--- src/mrss_pkg.sv ---
// Shared types and constants for the Morton range split search block.
// No dependencies; used by mrss_engine and morton_range_split_search.
package mrss_pkg;

   localparam int IDX_BITS       = 10;   // store index fields, fixed width
   localparam int CODE_IN_BITS   = 30;   // write_code field width
   localparam int REQ_TDATA_BITS = 64;   // 60 payload bits, zero padded
   localparam int RSP_TDATA_BITS = 16;   // 10 payload bits, zero padded

   // opcode, carried on req_tuser
   localparam logic OP_WRITE = 1'b0;
   localparam logic OP_SPLIT = 1'b1;

   typedef struct packed {
      logic                    opcode;
      logic [IDX_BITS-1:0]     write_index;
      logic [CODE_IN_BITS-1:0] write_code;
      logic [IDX_BITS-1:0]     range_first;
      logic [IDX_BITS-1:0]     range_last;
   } req_type;

   typedef struct packed {
      logic                bad_range;
      logic [IDX_BITS-1:0] split_index;
   } rsp_type;

   typedef enum logic [5:0] {
      S_IDLE  = 6'b000001,
      S_BASE  = 6'b000010,
      S_DIFF  = 6'b000100,
      S_PROBE = 6'b001000,
      S_CHECK = 6'b010000,
      S_DONE  = 6'b100000
   } state_type;

endpackage

--- src/mrss_engine.sv ---
// Search sequencer: store writes, endpoint reads and the halving-step probe loop.
// Depends on mrss_pkg; drives one port of an mrss_ram instance.
module mrss_engine #(
   parameter int STORE_DEPTH = 1024,
   parameter int CODE_BITS   = 30,
   parameter int ADDR_BITS   = $clog2(STORE_DEPTH)
) (
   input  logic                  clock,
   input  logic                  reset,
   input  logic                  req_valid,
   output logic                  req_ready,
   input  mrss_pkg::req_type     req,
   output logic                  mem_we,
   output logic [ADDR_BITS-1:0]  mem_addr,
   output logic [CODE_BITS-1:0]  mem_wdata,
   input  logic [CODE_BITS-1:0]  mem_rdata,
   output logic                  res_valid,
   input  logic                  res_ready,
   output mrss_pkg::rsp_type     res
);

   localparam int IW = mrss_pkg::IDX_BITS;

   // index modulo STORE_DEPTH by conditional subtraction of shifted depths
   function automatic logic [ADDR_BITS-1:0] wrap_idx(input logic [IW-1:0] idx);
      logic [IW-1:0] r;
      r = idx;
      for (int k = IW - 1; k >= 0; k--) begin
         if (32'(r) >= (STORE_DEPTH << k)) begin
            r = r - IW'(STORE_DEPTH << k);
         end
      end
      return ADDR_BITS'(r);
   endfunction

   mrss_pkg::state_type state_ff, state_in;
   logic [IW-1:0]        first_ff, first_in;
   logic [IW-1:0]        last_ff, last_in;
   logic [IW-1:0]        split_ff, split_in;
   logic [IW-1:0]        step_ff, step_in;
   logic [IW-1:0]        probe_ff, probe_in;
   logic                 bad_ff, bad_in;
   logic [CODE_BITS-1:0] base_ff, base_in;
   logic [CODE_BITS-1:0] diff_ff, diff_in;

   logic                 accept;
   logic [IW:0]          step_inc;
   logic [IW-1:0]        step_next;
   logic [IW:0]          probe_sum;
   logic                 probe_in_range;
   logic [CODE_BITS-1:0] probe_xor;
   logic                 longer_prefix;

   assign req_ready = (state_ff == mrss_pkg::S_IDLE);
   assign accept    = req_valid && req_ready;

   assign step_inc       = {1'b0, step_ff} + (IW + 1)'(1);
   assign step_next      = step_inc[IW:1];
   assign probe_sum      = {1'b0, split_ff} + {1'b0, step_next};
   assign probe_in_range = probe_sum < {1'b0, last_ff};

   // top set bit of x below top set bit of diff, without a priority encoder
   assign probe_xor     = base_ff ^ mem_rdata;
   assign longer_prefix = (probe_xor < diff_ff) && (probe_xor < (probe_xor ^ diff_ff));

   always_comb begin
      mem_we    = accept && (req.opcode == mrss_pkg::OP_WRITE);
      mem_wdata = CODE_BITS'(req.write_code);
      mem_addr  = wrap_idx(last_ff);
      unique case (state_ff)
         mrss_pkg::S_IDLE: begin
            mem_addr = (req.opcode == mrss_pkg::OP_WRITE) ? wrap_idx(req.write_index)
                                                          : wrap_idx(req.range_first);
         end
         mrss_pkg::S_PROBE: begin
            mem_addr = wrap_idx(probe_sum[IW-1:0]);
         end
         default: begin
            mem_addr = wrap_idx(last_ff);
         end
      endcase
   end

   always_comb begin
      state_in = state_ff;
      first_in = first_ff;
      last_in  = last_ff;
      split_in = split_ff;
      step_in  = step_ff;
      probe_in = probe_ff;
      bad_in   = bad_ff;
      base_in  = base_ff;
      diff_in  = diff_ff;
      unique case (state_ff)
         mrss_pkg::S_IDLE: begin
            if (accept && (req.opcode == mrss_pkg::OP_SPLIT)) begin
               first_in = req.range_first;
               last_in  = req.range_last;
               split_in = req.range_first;
               step_in  = req.range_last - req.range_first;
               bad_in   = req.range_first > req.range_last;
               // reversed or single-element range needs no store access
               state_in = (req.range_first >= req.range_last) ? mrss_pkg::S_DONE
                                                              : mrss_pkg::S_BASE;
            end
         end
         mrss_pkg::S_BASE: begin
            base_in  = mem_rdata;
            state_in = mrss_pkg::S_DIFF;
         end
         mrss_pkg::S_DIFF: begin
            diff_in  = base_ff ^ mem_rdata;
            state_in = ((base_ff ^ mem_rdata) == '0) ? mrss_pkg::S_DONE : mrss_pkg::S_PROBE;
         end
         mrss_pkg::S_PROBE: begin
            step_in  = step_next;
            probe_in = probe_sum[IW-1:0];
            if (probe_in_range) begin
               state_in = mrss_pkg::S_CHECK;
            end else if (step_next > IW'(1)) begin
               state_in = mrss_pkg::S_PROBE;
            end else begin
               state_in = mrss_pkg::S_DONE;
            end
         end
         mrss_pkg::S_CHECK: begin
            if (longer_prefix) begin
               split_in = probe_ff;
            end
            state_in = (step_ff > IW'(1)) ? mrss_pkg::S_PROBE : mrss_pkg::S_DONE;
         end
         mrss_pkg::S_DONE: begin
            if (res_ready) begin
               state_in = mrss_pkg::S_IDLE;
            end
         end
         default: begin
            state_in = mrss_pkg::S_IDLE;
         end
      endcase
   end

   always_ff @(posedge clock) begin
      if (reset) begin
         state_ff <= mrss_pkg::S_IDLE;
      end else begin
         state_ff <= state_in;
      end
      first_ff <= first_in;
      last_ff  <= last_in;
      split_ff <= split_in;
      step_ff  <= step_in;
      probe_ff <= probe_in;
      bad_ff   <= bad_in;
      base_ff  <= base_in;
      diff_ff  <= diff_in;
   end

   assign res_valid       = (state_ff == mrss_pkg::S_DONE);
   assign res.split_index = split_ff;
   assign res.bad_range   = bad_ff;

`ifndef NO_ASSERTIONS
   // the split never reaches the last index while the search runs
   a_split_below_last: assert property (@(posedge clock) disable iff (reset)
      (state_ff == mrss_pkg::S_PROBE || state_ff == mrss_pkg::S_CHECK)
         |-> (split_ff < last_ff))
      else $error("split reached range_last during search");

   // a probe is only read when it lies strictly inside the range
   a_probe_in_range: assert property (@(posedge clock) disable iff (reset)
      (state_ff == mrss_pkg::S_CHECK) |-> (probe_ff < last_ff && probe_ff > split_ff))
      else $error("probe outside the open range");

   // step halves (rounded up) at every probe
   a_step_shrinks: assert property (@(posedge clock) disable iff (reset)
      (state_ff == mrss_pkg::S_PROBE) |=> (step_ff < $past(step_ff) || step_ff == IW'(1)))
      else $error("search step did not shrink");

   // store writes happen only between queries
   a_write_idle: assert property (@(posedge clock) disable iff (reset)
      mem_we |-> (state_ff == mrss_pkg::S_IDLE && req.opcode == mrss_pkg::OP_WRITE))
      else $error("store write outside idle");

   // a bad range result reports first, which lies above last
   a_bad_result: assert property (@(posedge clock) disable iff (reset)
      (res_valid && res.bad_range) |-> (res.split_index == first_ff && first_ff > last_ff))
      else $error("bad range result inconsistent");
`endif

endmodule

--- config.mk ---
export PLATFORM = sky130hd
export DESIGN_NAME = mrss_engine
export DESIGN_NICKNAME = d
export VERILOG_FILES = /design/src/mrss_pkg.sv /design/src/mrss_engine.sv
export SDC_FILE = /design/constraint.sdc
export NUM_CORES = 1
export LEC_CHECK = 0
export BUFFER_PORTS_ARGS = -buffer_cell sky130_fd_sc_hd__buf_4
export CAP_MARGIN = 10
export CORE_MARGIN = 2
export CORE_UTILIZATION = 30
export DETAILED_ROUTE_END_ITERATION = 7
export PLACE_DENSITY = 0.58
export SLEW_MARGIN = 20
export SYNTH_ARGS = -nofsm -noshare
export SYNTH_HDL_FRONTEND = slang
export SYNTH_SLANG_ARGS = --single-unit
--- constraint.sdc ---
create_clock -name clock -period 4.11 [get_ports clock]
set_clock_uncertainty 0.15 [all_clocks]
set_input_delay 0.411 -clock clock [delete_from_list [all_inputs] [get_ports clock]]
set_output_delay 0.411 -clock clock [all_outputs]
set_load 0.05 [all_outputs]
==> flow_summary.ini <==
[critical_path]
critPathKind = flip-flop to flip-flop
required_ns = 4.19
r2r_cells = 16
reg2reg_slack_ns = 0.30
crit_fanout = 5
reg2reg_to = state_ff[5]$_SDFFE_PP0P_
r2r_start = step_ff[0]$_DFFE_PP_
cp-end-kind = flip-flop
cp.arrival_ns = 3.90
startpoint_type = flip-flop

[global_routing]
grt_max_degree = 33
antenna_found_initial = 0
grt-ovfl-total = 0
grt_pass1_wl_um = 26200
grt_use_total_pct = 13.7
grt_pass1_vias = 4851

[sta]
hold_violations = 0
final-setup-viol-count = 0
fin_crit_sh_pct = 92.8
slew_violations = 0
rsz0062_at_grt = no
period_needed_ns = 3.81
timing.fmax_ghz = 0.262
relSlewSlack_pct = 38.9
finalSetupTns_ns = 0
worst_pin_slew_ns = 0.913
worst_slack_ns = 0.296

[floorplan]
chipHeight_um = 158
rows = 56
die_w_um = 158
num_io_pins = 149
initial_core_util_pct = 30.4
die-area_um2 = 24900
fp.coreArea_um2 = 23300

[drt]
firstDrtPassIters = 6
drc = 0
num_vias = 5027
met2_length_um = 7900
drtAntennaViolNets = 0
dr_wl_met3_um = 817
highest_layer = met4
viasPerCell = 4.82
wirelength_um = 16700
drt_iter0_markers = 368
drt-wirelength-per-cell_um = 16.0
m1WireLength_um = 7750

[min_path]
hold_path_class = input port to flip-flop
holdPathEnd = base_ff[8]$_DFFE_PP_
min_from = mem_rdata[8]
holdPathStages = 1

[power_and_ir_drop]
leakagePower_nw = 3.43
power.density_nw_per_um2 = 396
ir_drop_uv = 227

[logic_synthesis]
yosysMostFrequentCell = edfxtp_1
yosysWarnings = 0
synth_top_area_cell = edfxtp_1
avgSynthCellArea_um2 = 10.9
netlist.area_leader.share_pct = 42.7
ys_seq_area_share_pct = 44.4
synth.distinct_cells = 65
synth_cells = 651
syn_nets = 827
yosys-top-cells-area = edfxtp_1 (43%), ha_1 (14%), xor2_1 (5.1%)
synth_top_cells_by_count = edfxtp_1 (101), ha_1 (79), inv_1 (60)
synth-edff-count = 101
async_flop_share_pct = 0
synth_ff_type = edfxtp_1
syn-cell-area_um2 = 7100
synth_seq_cells = 107

[clocking]
cts_max_level = 3
clkTransAtPathRegs_ns = 0.08
cts.sink_count = 107
cts_root_buf = clkbuf_16
max-clock-path-buffers = 2
holdBufCountCts = 0
numCtsBuffers = 9
insertion_delay_ns = 0.36
cts_tree = yes

[cells_and_area]
multi_input_area_um2 = 3480
drive_above_1_share_pct = 19.2
diodes = 0
final_cells = 1043
finalNetCount = 895
seqCellArea_um2 = 3150
syn2layout_area_growth_pct = 16.9
num-fill-cells = 2339

[job]
drv_cap = 0

[run_status]
status = finished clean

[place]
placement.io_buffers = 88
dp.cells = 1027
globalplace.congestion = 0.848
hpwl_um = 13000
place_ws_ns = 0.0782
layout by cell type (no fill, tap or decap), drive strengths merged, types with 4 or more instances in the layout:
cell type	Yosys	final
a211oi	6	6
a21oi	31	31
a221o	10	10
a31oi	6	6
and4	5	5
buf	36	95
clkbuf	2	9
dfxtp	6	6
edfxtp	101	101
ha	79	79
inv	61	64
mux2	13	13
mux2i	13	13
nand2	35	35
nand3	11	11
nand3b	6	6
nand4	6	6
nor2	45	45
nor3	18	18
nor4	14	14
o21a	7	7
o21ai	20	20
o31ai	4	4
or2	4	4
or3	4	4
or4	5	5
xnor2	10	10
xor2	41	41
flip-flops by register name, summed over array words and instances (netlist names):
signal / flops
base_ff: 30
diff_ff: 30
last_ff: 10
probe_ff: 10
split_ff: 10
step_ff: 10
state_ff: 6
bad_ff: 1
routing by layer:
metal,vias up,global-route usage (%)
li1,2504,-
met4,0,3.68
met5,-,0
met3,17,2.79
met2,131,22.6
met1,2375,18.3
worst max path at each step:
stage,from,to,depth (start not counted)
2_1_floorplan,state_ff[3]$_SDFFE_PP0P_,state_ff[5]$_SDFFE_PP0P_,4
3_3_place_gp,step_ff[0]$_DFFE_PP_,state_ff[5]$_SDFFE_PP0P_,16
3_5_place_dp,step_ff[0]$_DFFE_PP_,state_ff[5]$_SDFFE_PP0P_,16
4_1_cts,step_ff[0]$_DFFE_PP_,state_ff[5]$_SDFFE_PP0P_,16
5_1_grt,step_ff[0]$_DFFE_PP_,state_ff[5]$_SDFFE_PP0P_,16
6_report,step_ff[0]$_DFFE_PP_,state_ff[5]$_SDFFE_PP0P_,16
worst max-delay path, cell delays in order (launching register included):
cell,delay (ns)
edfxtp_1,0.43
ha_2,0.25
nand2_1,0.16
nor3_4,0.27
xor2_2,0.21
ha_1,0.32
and4_1,0.18
a21oi_1,0.21
nand2_1,0.12
xor2_2,0.17
ha_1,0.30
a211oi_1,0.19
o21ai_0,0.11
a21oi_1,0.14
o21ai_1,0.15
o211ai_1,0.22
a311oi_1,0.10
power breakdown:
part | total (W) | switching (W) | internal [W] | leakage [nW]
clock network | 0.000928 | 0.000439 | 0.000489 | 0.149
registers | 0.00131 | 0.0000448 | 0.00126 | 0.965
logic | 0.00105 | 0.000669 | 0.000379 | 2.32
total | 0.00328 | 0.00115 | 0.00213 | 3.43
kinds of logic after synthesis:
kind of cell	Yosys count	synth area share, %
adders and majority gates	81	14.5
xor gates and xnor gates	51	6.29
AOI/OAI and AO/OA	117	11.3
and+or+nand+nor	169	12.6
DFF	107	44.4
muxes	26	3.90
buffers and inverters	100	6.98
repair_timing:
item                                    CTS  global route
setup buffers                             0             0
endpoints found under the setup margin    0             3
resized for setup                         0             4
hold endpoints to repair                  0             0
metrics by stage:
step | hold slack, ns | cell area (µm²) | utilization [%] | total power [W]
after floorplan | 0.333 | 7100 | - | 0.00210
after global placement | 0.379 | 7960 | 34.1 | 0.00237
after detailed placement | 0.388 | 7960 | 34.1 | 0.00238
after CTS | 0.0746 | 8280 | 35.5 | 0.00332
after global routing | 0.0744 | 8290 | 35.5 | 0.00345
final | 0.0915 | 8290 | 35.5 | 0.00328
area by class of cell:
cell class,instances,area share [%]
sequential,107,38.0
tap,319,4.81
clock buffer,9,2.72
inverter,62,2.82
clock inverter,7,1.12
multi-input combinational,444,41.9
timing repair buffer,95,8.60
(Power assumes the default switching activity.)
